--- src/hdl/mm4_pkg.sv ---
`timescale 1ns / 1ps

package mm4_pkg;

  localparam int unsigned DIM_DEF       = 4;
  localparam int unsigned FRAC_BITS_DEF = 16;

  localparam int unsigned ELEM_W = 32;
  localparam int unsigned IDX_W  = 2;

  localparam logic signed [ELEM_W-1:0] PROD_MAX = 32'sh7FFF_FFFF;
  localparam logic signed [ELEM_W-1:0] PROD_MIN = 32'sh8000_0000;

  typedef logic signed [ELEM_W-1:0] elem_t;
  typedef logic        [IDX_W-1:0]  idx_t;

  typedef struct packed {
    logic vld;
    logic clr;
  } mac_ctrl_t;

  typedef struct packed {
    logic busy;
  } mac_stat_t;

endpackage

--- src/hdl/mm4_stream_if.sv ---
`timescale 1ns / 1ps

interface mm4_elem_if import mm4_pkg::*; ();
  logic  valid;
  logic  ready;
  elem_t element;

  modport source (output valid, output element, input ready);
  modport sink   (input valid, input element, output ready);
endinterface

interface mm4_prod_if import mm4_pkg::*; ();
  logic  valid;
  logic  ready;
  elem_t product;
  idx_t  row;
  idx_t  col;
  logic  clipped;
  logic  last;

  modport source (output valid, output product, output row, output col, output clipped,
                  output last, input ready);
  modport sink   (input valid, input product, input row, input col, input clipped,
                  input last, output ready);
endinterface

--- src/hdl/matrix4x4_multiply.sv ---
`timescale 1ns / 1ps

// DIM x DIM fixed-point matrix multiplier, signed Q16.16 by default.
// elem_i: valid/ready input beats, one element each. The first DIM*DIM beats
//   are the left matrix, the next DIM*DIM the right one, both column-major.
// prod_o: valid/ready output beats, DIM*DIM per matrix pair, column-major,
//   with row/col indices, a saturation flag and last on the final element.
// Loading accepts one beat per clock while ready is high. After the final beat
// ready drops and one multiplier steps through the DIM products of each
// element: it issues the DIM reads, empties the read and multiply stages, and
// then shifts down and saturates the sum into the output register, one product
// at a time, as each store has a single read port and there is one multiplier.
// Ready rises again as the last product enters the output register.
// A receiver stall holds the output register; the sequencer goes on to the
// next element and waits in its final step until the pending beat is taken.
// Reset returns the block to loading with an empty output; the stores keep
// their contents and are rewritten by every load.
module matrix4x4_multiply import mm4_pkg::*; #(
  parameter int unsigned DIM       = DIM_DEF,
  parameter int unsigned FRAC_BITS = FRAC_BITS_DEF
) (
  input  logic       clk_i,
  input  logic       rst_ni,
  mm4_elem_if.sink   elem_i,
  mm4_prod_if.source prod_o
);

  localparam int unsigned CELLS  = DIM * DIM;
  localparam int unsigned ADDR_W = $clog2(CELLS);
  localparam int unsigned CNT_W  = $clog2(2 * CELLS);
  localparam int unsigned K_W    = $clog2(DIM);
  localparam int unsigned ACC_W  = 2 * ELEM_W + $clog2(DIM);

  typedef enum logic [3:0] {
    ST_LOAD  = 4'b0001,
    ST_CALC  = 4'b0010,
    ST_DRAIN = 4'b0100,
    ST_FIN   = 4'b1000
  } state_e;

  state_e             state_d, state_q;
  logic [CNT_W-1:0]   cnt_d, cnt_q;
  logic [K_W-1:0]     i_d, i_q, j_d, j_q, k_d, k_q;
  logic [ADDR_W-1:0]  l_addr_d, l_addr_q, r_addr_d, r_addr_q, r_base_d, r_base_q;
  logic               rd_vld_q;
  logic               out_vld_d, out_vld_q;

  elem_t              left_mem  [CELLS];
  elem_t              right_mem [CELLS];
  elem_t              l_rd_q, r_rd_q;

  elem_t              prod_q;
  idx_t               row_q, col_q;
  logic               clip_q, last_q;

  logic               in_beat, out_beat, out_free, last_load, is_right;
  logic               i_last, j_last, k_last, cell_done;
  logic [ADDR_W-1:0]  waddr;

  mac_ctrl_t               mac_ctrl;
  mac_stat_t               mac_stat;
  logic signed [ACC_W-1:0] acc;
  logic signed [ACC_W-1:0] shifted;
  logic                    fits;
  elem_t                   sat_val;

  assign elem_i.ready = (state_q == ST_LOAD);
  assign in_beat      = elem_i.valid && elem_i.ready;
  assign out_beat     = out_vld_q && prod_o.ready;
  assign out_free     = !out_vld_q || prod_o.ready;
  assign last_load    = (cnt_q == CNT_W'(2 * CELLS - 1));
  assign is_right     = (cnt_q >= CNT_W'(CELLS));
  assign waddr        = is_right ? ADDR_W'(cnt_q - CNT_W'(CELLS)) : ADDR_W'(cnt_q);
  assign i_last       = (i_q == K_W'(DIM - 1));
  assign j_last       = (j_q == K_W'(DIM - 1));
  assign k_last       = (k_q == K_W'(DIM - 1));
  assign cell_done    = (state_q == ST_FIN) && out_free;

  // Store writes and registered reads
  always_ff @(posedge clk_i) begin
    if (in_beat && !is_right) begin
      left_mem[waddr] <= elem_i.element;
    end
    if (in_beat && is_right) begin
      right_mem[waddr] <= elem_i.element;
    end
    l_rd_q <= left_mem[l_addr_q];
    r_rd_q <= right_mem[r_addr_q];
  end

  assign mac_ctrl.vld = rd_vld_q;
  assign mac_ctrl.clr = (state_q == ST_LOAD) || cell_done;

  mm4_mac #(
    .ACC_W (ACC_W)
  ) u_mac (
    .clk_i  (clk_i),
    .rst_ni (rst_ni),
    .ctrl_i (mac_ctrl),
    .a_i    (l_rd_q),
    .b_i    (r_rd_q),
    .acc_o  (acc),
    .stat_o (mac_stat)
  );

  // Drop fractional bits, then saturate
  always_comb begin
    shifted = acc >>> FRAC_BITS;
    fits    = (&shifted[ACC_W-1:ELEM_W-1]) || !(|shifted[ACC_W-1:ELEM_W-1]);
    if (fits) begin
      sat_val = shifted[ELEM_W-1:0];
    end else if (acc[ACC_W-1]) begin
      sat_val = PROD_MIN;
    end else begin
      sat_val = PROD_MAX;
    end
  end

  always_comb begin
    state_d   = state_q;
    cnt_d     = cnt_q;
    i_d       = i_q;
    j_d       = j_q;
    k_d       = k_q;
    l_addr_d  = l_addr_q;
    r_addr_d  = r_addr_q;
    r_base_d  = r_base_q;
    out_vld_d = out_beat ? 1'b0 : out_vld_q;
    unique case (state_q)
      ST_LOAD: begin
        if (in_beat) begin
          if (last_load) begin
            cnt_d    = '0;
            i_d      = '0;
            j_d      = '0;
            k_d      = '0;
            l_addr_d = '0;
            r_addr_d = '0;
            r_base_d = '0;
            state_d  = ST_CALC;
          end else begin
            cnt_d = cnt_q + 1'b1;
          end
        end
      end
      ST_CALC: begin
        k_d      = k_q + 1'b1;
        l_addr_d = l_addr_q + ADDR_W'(DIM);
        r_addr_d = r_addr_q + 1'b1;
        if (k_last) begin
          state_d = ST_DRAIN;
        end
      end
      ST_DRAIN: begin
        if (!rd_vld_q && !mac_stat.busy) begin
          state_d = ST_FIN;
        end
      end
      ST_FIN: begin
        if (out_free) begin
          out_vld_d = 1'b1;
          k_d       = '0;
          if (i_last && j_last) begin
            state_d = ST_LOAD;
          end else if (i_last) begin
            i_d      = '0;
            j_d      = j_q + 1'b1;
            r_base_d = r_base_q + ADDR_W'(DIM);
            l_addr_d = '0;
            r_addr_d = r_base_q + ADDR_W'(DIM);
            state_d  = ST_CALC;
          end else begin
            i_d      = i_q + 1'b1;
            l_addr_d = ADDR_W'(i_q) + 1'b1;
            r_addr_d = r_base_q;
            state_d  = ST_CALC;
          end
        end
      end
      default: begin
        state_d = ST_LOAD;
      end
    endcase
  end

  always_ff @(posedge clk_i or negedge rst_ni) begin
    if (!rst_ni) begin
      state_q   <= ST_LOAD;
      cnt_q     <= '0;
      i_q       <= '0;
      j_q       <= '0;
      k_q       <= '0;
      l_addr_q  <= '0;
      r_addr_q  <= '0;
      r_base_q  <= '0;
      rd_vld_q  <= 1'b0;
      out_vld_q <= 1'b0;
    end else begin
      state_q   <= state_d;
      cnt_q     <= cnt_d;
      i_q       <= i_d;
      j_q       <= j_d;
      k_q       <= k_d;
      l_addr_q  <= l_addr_d;
      r_addr_q  <= r_addr_d;
      r_base_q  <= r_base_d;
      rd_vld_q  <= (state_q == ST_CALC);
      out_vld_q <= out_vld_d;
    end
  end

  always_ff @(posedge clk_i) begin
    if (cell_done) begin
      prod_q <= sat_val;
      row_q  <= IDX_W'(i_q);
      col_q  <= IDX_W'(j_q);
      clip_q <= !fits;
      last_q <= i_last && j_last;
    end
  end

  assign prod_o.valid   = out_vld_q;
  assign prod_o.product = prod_q;
  assign prod_o.row     = row_q;
  assign prod_o.col     = col_q;
  assign prod_o.clipped = clip_q;
  assign prod_o.last    = last_q;

endmodule

--- src/hdl/mm4_mac.sv ---
`timescale 1ns / 1ps

module mm4_mac import mm4_pkg::*; #(
  parameter int unsigned ACC_W = 2 * ELEM_W + 2
) (
  input  logic                    clk_i,
  input  logic                    rst_ni,
  input  mac_ctrl_t               ctrl_i,
  input  elem_t                   a_i,
  input  elem_t                   b_i,
  output logic signed [ACC_W-1:0] acc_o,
  output mac_stat_t               stat_o
);

  logic signed [2*ELEM_W-1:0] prod_d, prod_q;
  logic signed [ACC_W-1:0]    acc_d, acc_q;
  logic                       pvld_q;

  always_comb begin
    prod_d = a_i * b_i;
    if (ctrl_i.clr) begin
      acc_d = '0;
    end else if (pvld_q) begin
      acc_d = acc_q + ACC_W'(prod_q);
    end else begin
      acc_d = acc_q;
    end
  end

  always_ff @(posedge clk_i or negedge rst_ni) begin
    if (!rst_ni) begin
      pvld_q <= 1'b0;
    end else begin
      pvld_q <= ctrl_i.vld;
    end
  end

  always_ff @(posedge clk_i) begin
    prod_q <= prod_d;
    acc_q  <= acc_d;
  end

  assign acc_o       = acc_q;
  assign stat_o.busy = pvld_q;

endmodule

--- src/flat_wrapper.sv ---
// flat-port wrapper written by rule: the top's interface ports become plain ports
module matrix4x4_multiply_flat import mm4_pkg::*;
#(
  parameter int unsigned DIM       = DIM_DEF,
  parameter int unsigned FRAC_BITS = FRAC_BITS_DEF
)
  (clk_i, rst_ni, elem_i_valid, elem_i_element, elem_i_ready, prod_o_valid, prod_o_product, prod_o_row, prod_o_col, prod_o_clipped, prod_o_last, prod_o_ready);
  mm4_elem_if elem_i_i ();
  mm4_prod_if prod_o_i ();
  input  logic clk_i;
  input  logic rst_ni;
  input wire logic [$bits(elem_i_i.valid)-1:0] elem_i_valid;
  input wire logic [$bits(elem_i_i.element)-1:0] elem_i_element;
  output wire logic [$bits(elem_i_i.ready)-1:0] elem_i_ready;
  output wire logic [$bits(prod_o_i.valid)-1:0] prod_o_valid;
  output wire logic [$bits(prod_o_i.product)-1:0] prod_o_product;
  output wire logic [$bits(prod_o_i.row)-1:0] prod_o_row;
  output wire logic [$bits(prod_o_i.col)-1:0] prod_o_col;
  output wire logic [$bits(prod_o_i.clipped)-1:0] prod_o_clipped;
  output wire logic [$bits(prod_o_i.last)-1:0] prod_o_last;
  input wire logic [$bits(prod_o_i.ready)-1:0] prod_o_ready;
  assign elem_i_i.valid = elem_i_valid;
  assign elem_i_i.element = elem_i_element;
  assign elem_i_ready = elem_i_i.ready;
  assign prod_o_valid = prod_o_i.valid;
  assign prod_o_product = prod_o_i.product;
  assign prod_o_row = prod_o_i.row;
  assign prod_o_col = prod_o_i.col;
  assign prod_o_clipped = prod_o_i.clipped;
  assign prod_o_last = prod_o_i.last;
  assign prod_o_i.ready = prod_o_ready;
  matrix4x4_multiply #(.DIM(DIM), .FRAC_BITS(FRAC_BITS)) u_core (.clk_i(clk_i), .rst_ni(rst_ni), .elem_i(elem_i_i), .prod_o(prod_o_i));
endmodule
--- config.mk ---
export PLATFORM = sky130hd
export DESIGN_NAME = matrix4x4_multiply_flat
export DESIGN_NICKNAME = d
export VERILOG_FILES = /design/src/hdl/mm4_pkg.sv /design/src/hdl/mm4_stream_if.sv /design/src/hdl/matrix4x4_multiply.sv /design/src/hdl/mm4_mac.sv /design/src/flat_wrapper.sv
export SDC_FILE = /design/constraint.sdc
export NUM_CORES = 2
export LEC_CHECK = 0
export BUFFER_PORTS_ARGS = -buffer_cell sky130_fd_sc_hd__buf_2
export CORE_UTILIZATION = 52
export CTS_BUF_LIST = sky130_fd_sc_hd__clkbuf_16
export DETAILED_ROUTE_END_ITERATION = 10
export PLACE_DENSITY_LB_ADDON = 0.12
export SYNTH_ARGS = -nofsm -noshare
export SYNTH_HDL_FRONTEND = slang
export SYNTH_SLANG_ARGS = --single-unit
--- constraint.sdc ---
create_clock -name clk_i -period 8.3 [get_ports clk_i]
set_input_delay 0.415 -clock clk_i [delete_from_list [all_inputs] [get_ports clk_i]]
set_output_delay 0.415 -clock clk_i [all_outputs]
set_load 0.005 [all_outputs]
Word level (Yosys, flattened, before mapping) --
Memories as Yosys holds them, arrays and structs flattened. A register that Yosys moved wholly into a read port is not among the register bits. Cells that the tools add are included.
Word-level totals: flip-flop bits (word level) 198, RAM bits 1024, bits of input ports 36, output and inout bits 40, memories kept 2
Operators by class: $add $sub $neg 10, multipliers 1, order comparisons 1, equal/unequal tests 15, multiplexer cells 41, reduce and logical (&&, ||, !) cells 26
Memory list:
- u_core.left_mem | depth 16, bits a word 32, rd ports 1, clocked after memory_dff 1, write ports 1, RTL line matrix4x4_multiply.sv:48 | elem_t left_mem [CELLS];
- u_core.right_mem | depth 16, bits a word 32, rd ports 1, clocked after memory_dff 1, write ports 1, RTL line matrix4x4_multiply.sv:49 | elem_t right_mem [CELLS];
Operator list (count):
- adder 66 x 64 -> 66 bit | 1
- multiplier 32 x 32 -> 64 bit | 1
- 2-to-1 mux 32 bit | 2
- 2-to-1 mux 4 bit | 14
- case mux 4 bit (3 select lines) | 2
- 2-to-1 mux 2 bit | 10
- AND reduction 19 bit | 1
- OR reduction 19 bit | 1
- case mux 4 bit (4 select lines) | 1
- AND reduction 5 bit | 3
- adder 4 x 3 -> 4 bit, second input constant | 2
- inequality test 2 x 1 -> 1 bit, second input constant | 4
- case mux 2 bit (2 select lines) | 2
- case mux 4 bit (2 select lines) | 1
- logical AND 1 bit | 7
- 2-to-1 mux 1 bit | 7
- adder 2 x 1 -> 2 bit, second input constant | 3
- == test 2 bit, second input constant | 3
- logical NOT 1 bit | 6
- inequality test 2 bit, second input constant | 3
- case mux 2 bit (3 select lines) | 1
- AND reduction 6 bit | 1
- adder 5 x 1 -> 5 bit, second input constant | 1
- == test 5 bit, second input constant | 1
- other kinds (14) | 16

Logic depth before layout (Yosys ltp) --
depth after elaboration 5, gate-level depth with buffers 28, mapped depth without buffers 27

By module --
From an unflattened synthesis, not the netlist that was laid out.
Unflattened totals: cells, all modules 6609, area total of the unflattened synthesis 86764.5 µm²
By module, submodules not included:
- mm4_mac | instances 1, cells an instance 4844, area an instance 43973.4 µm²
- matrix4x4_multiply | instances 1, cells an instance 1765, area an instance 42791.0 µm²

Least setup slack after synthesis --
OpenSTA, ideal clock, no wires.
path kind reg2reg, start reg u_core.l_rd_q[31] (read register of u_core.left_mem), end reg u_core.u_mac.prod_q[60], library setup time 127 ps, arrival time 7706 ps, data required time 8173 ps, setup slack 467 ps, stages on the path, launching flop included 29, buffers on the path 1, period minus slack after synthesis 7833 ps, cell sequence dfxtp_1 clkbuf_1 nand2_1 inv_1 fa_1 inv_1 fa_1 inv_1 fa_1 fa_1 inv_1 fa_1 inv_1 fa_1 inv_1 fa_1 inv_1 fa_1 ha_1 a21o_1 a21oi_1 o21bai_1 a21o_1 a21oi_1 o31ai_1 a21o_1 a2111oi_0 nor3_1 xor2_1
Between the ends: longest elaborated chain between the ends 1
RTL lines:
- from (decl) | RTL line matrix4x4_multiply.sv:50 | elem_t l_rd_q, r_rd_q;
- multiplier 32 x 32 -> 64 bit | RTL line mm4_mac.sv:20 | prod_d = a_i * b_i;
- net u_core.u_mac.prod_d[60] | RTL line mm4_mac.sv:15 | logic signed [2*ELEM_W-1:0] prod_d, prod_q;
- to (signal assigned) | RTL line mm4_mac.sv:39 | prod_q <= prod_d;
- to (decl) | RTL line mm4_mac.sv:15
The timed path passes the listed nets, and every way through them passes these cells. A chain may end at the register's enable or synchronous reset.

Worst setup path after layout --
start reg u_core.r_rd_q[22] (read register of u_core.right_mem), end reg u_core.u_mac.prod_q[63]
Between the ends: longest elaborated chain between the ends 1
RTL lines (RTL line):
- from (decl) | matrix4x4_multiply.sv:50
- multiplier 32 x 32 -> 64 bit | mm4_mac.sv:20
- net u_core.u_mac.prod_d[63] | mm4_mac.sv:15
The timed path passes the listed nets, and every way through them passes these cells.

==> flow_summary.toml <==
[sta]
fin_crit_ns = 8.06
rsz0062_at_grt = "false"
min_period_over_period = 0.972
setup_tns_ns = 0
layout_setup_ws_ns = 0.236
relSlewSlack = 0.198
hold_violations = 0
worstMarginPinSlew_ns = 1.20
skew_ns = 0.0808
finalMaxSlewViolations = 0
setup_viol = 0
fmax_mhz = 124

[synth]
synth.avg_cell_area_um2 = 12.8
synthArstFlopShare = 0.0218
synth_edf_count = 1062
synth.distinct_cells = 90
yosysMostFrequentCell = "fa_1"
syn_nets = 8106
synth_ff_type = "edfxtp_1"
yosysSeqAreaShare = 0.422
synth_area_um2 = 86500
synth_seq_cells = 1284
yosysTopAreaCell = "edfxtp_1"
synth_warnings = 0
synth.cells.most_frequent = "1083 x fa_1, 1062 x edfxtp_1, 984 x inv_1, 643 x nand2_1, 533 x and2_1"
synth_area_leaders = "edfxtp_1 37%, fa_1 25%, mux4_2 5.8%"
yosys.area.top_type_share = 0.369
netlist_instances = 6729

[hold_path]
min_path_type = "input port to flop"

[detailed_routing]
num_vias = 51600
wl_met3_um = 14000
viasPerCell = 5.67
wire_per_inst_um = 23.9
first_pass_iters = 8
ant_nets = 0
drt_iter0_markers = 3773
wirelength_um = 218000
highest_layer = "met5"
met1_length_um = 94900
remaining_drc_errors = 36
met2_length_um = 104000

[global_routing]
track_usage = 0.266
first_global_vias = 55000
grt_max_degree = 103
grt_first_pass_wirelength_um = 337000
antenna_found_initial = 7
overflow = 0

[floorplanning]
fp.dieW_um = 410
ios = 76
start_util = 0.524
coreArea_um2 = 165000
die_h_um = 410
die-area_um2 = 168000
placementRows = 149

[placement]
place_ws_ns = 0.132
place_hpwl_um = 153000
io_buffers = 75
globalplace.congestion = 0.918

[clock_tree]
root_buffer = "clkbuf_16"
clock_sinks = 1284
clk_latency_ns = 0.83
htreeDepth = 4
cts_tree = "done"
clk_pin_slew_ns = 0.06
tritoncts.num_buffers = 138
cts_max_path_buffers = 3

[critical_path]
critPathRequiredTime_ns = 9.01
slowest_delay_ns = 1.08
crit_chain = "and2_1 -> fa_1 -> inv_1 -> fa_1 -> inv_1 -> fa_1 -> fa_1 -> fa_1 -> fa_1 -> fa_1 -> fa_1 -> ha_1 -> a21o_1 -> a31oi_1 -> o31ai_1 -> a221oi_1 -> and3_1 -> a21oi_1 -> a41o_1 -> nand4_1 -> or3b_1"
crit_family = "adder cells"
setup.worst_path.class = "flop to flop"
end_kind = "flop"
crit_arrival_ns = 8.77
path_buf_inv = 2
cpMostUsedCell = "fa_1"
critPathLaunchType = "flop"
crit_fanout = 23
critPathSlowestCell = "dfxtp_1"

[final_layout]
syn_to_final_growth_pct = 9.47
drive_gt1_frac = 0.117
fin_nets = 8180
n_fill_cell = 13400

[outcome]
status = "finished, violations left"
violations = "DRC"

[job]
max_cap_viol_count = 0
==> through the flow <==
step | hold WS, ns | std cells | utilization | cell area (µm²)
6_report | 0.0921 | 9108 | 0.574 | 94600
5_1_grt | 0.0752 | 9105 | 0.574 | 94600
4_1_cts | 0.0406 | 9104 | 0.574 | 94600
3_5_place_dp | 0.371 | 8849 | 0.547 | 90200
3_3_place_gp | 0.361 | 8849 | 0.547 | 90200
2_1_floorplan | 0.119 | 6729 | - | 86500
==> cell type report <==
class / instances / area [µm²] / share of cell area
sequential: 1284 / 36500 / 0.386
tap: 2189 / 2740 / 0.0289
clock buffer: 138 / 3450 / 0.0365
timing repair buffer: 279 / 2150 / 0.0227
antenna: 4 / 10.0 / 0.000106
clock inverter: 114 / 963 / 0.0102
inverter: 985 / 3700 / 0.0391
multi-input combinational: 4115 / 45100 / 0.477
==> registers in the layout, summed over array words and instances, names as in the netlist, 4 cells and up <==
name	count
u_core.r_rd_q	32
u_core.prod_o.product	32
u_core.right_mem	512
u_core.l_addr_q	4
u_core.u_mac.prod_q	64
u_core.l_rd_q	32
u_core.cnt_q	5
u_core.state_q	4
u_core.left_mem	512
u_core.u_mac.acc_o	66
u_core.r_addr_q	4
==> worst paths after layout <==
| kind | from | end | slack, ns | cells past startpoint |
|---|---|---|---|---|
| setup reg to reg | u_core.r_rd_q[22] | u_core.u_mac.prod_q[63] | 0.24 | 21 |
| setup / recovery | u_core.r_rd_q[22] | u_core.u_mac.prod_q[63] | 0.24 | 21 |
| hold reg to reg | u_core.rd_vld_q | u_core.u_mac.stat_o | 0.38 | 0 |
| max in group asynchronous | rst_ni | u_core.r_addr_q[0] | 7.64 | 2 |
| min in group asynchronous | rst_ni | u_core.l_addr_q[0] | 0.18 | 2 |
| hold / removal | elem_i_element[20] | u_core.left_mem[12][20] | 0.09 | 1 |
==> per-layer routing <==
metal,GRT usage,vias to the layer above
met1,0.374,27200
met5,0,-
met2,0.435,1548
li1,-,22600
met3,0.0471,303
met4,0.0611,2
==> logic make-up (layout without fill, tap and decap cells) <==
group,after synthesis,after routing,synth area share
buffers and inverters,1330,1516,0.0581
AO/OA/AOI/OAI,709,709,0.0531
multiplexers,389,389,0.0778
flip-flops,1284,1284,0.422
other,0,4,0
XOR/XNOR,120,120,0.0122
adder cells (fa/ha/maj),1341,1341,0.288
AND/OR/NAND/NOR,1556,1556,0.0889
==> timing repair <==
item,CTS,global route
resized for setup,0,13
setup buffers,0,0
endpoints found under the setup margin,0,7
hold buffers,3,0
hold endpoints to repair,30,0
==> layout by cell type, fill, tap and decap left out, types with 21 or more instances in the layout <==
master,Yosys,final
nor2_1,176,162
nand3_1,27,27
clkinv_2,0,29
xnor2_1,78,78
mux2_2,24,24
buf_2,4,75
ha_1,258,258
a21oi_1,185,185
clkbuf_16,0,138
xor2_1,42,42
edfxtp_1,1062,1062
o21ai_0,127,127
a21o_1,121,121
nand2_1,643,643
a31oi_1,22,22
nand4_1,21,21
o21ai_1,37,37
fa_1,1083,1083
and2_1,533,523
buf_4,0,182
nor3_1,34,30
a22oi_1,36,36
a221oi_1,39,39
mux4_2,224,224
mux2i_1,141,141
inv_1,984,1021
dfxtp_1,194,183
Power is not shown: default switching activity piles up to over one toggle a cycle in this logic, so the estimate is an artifact.
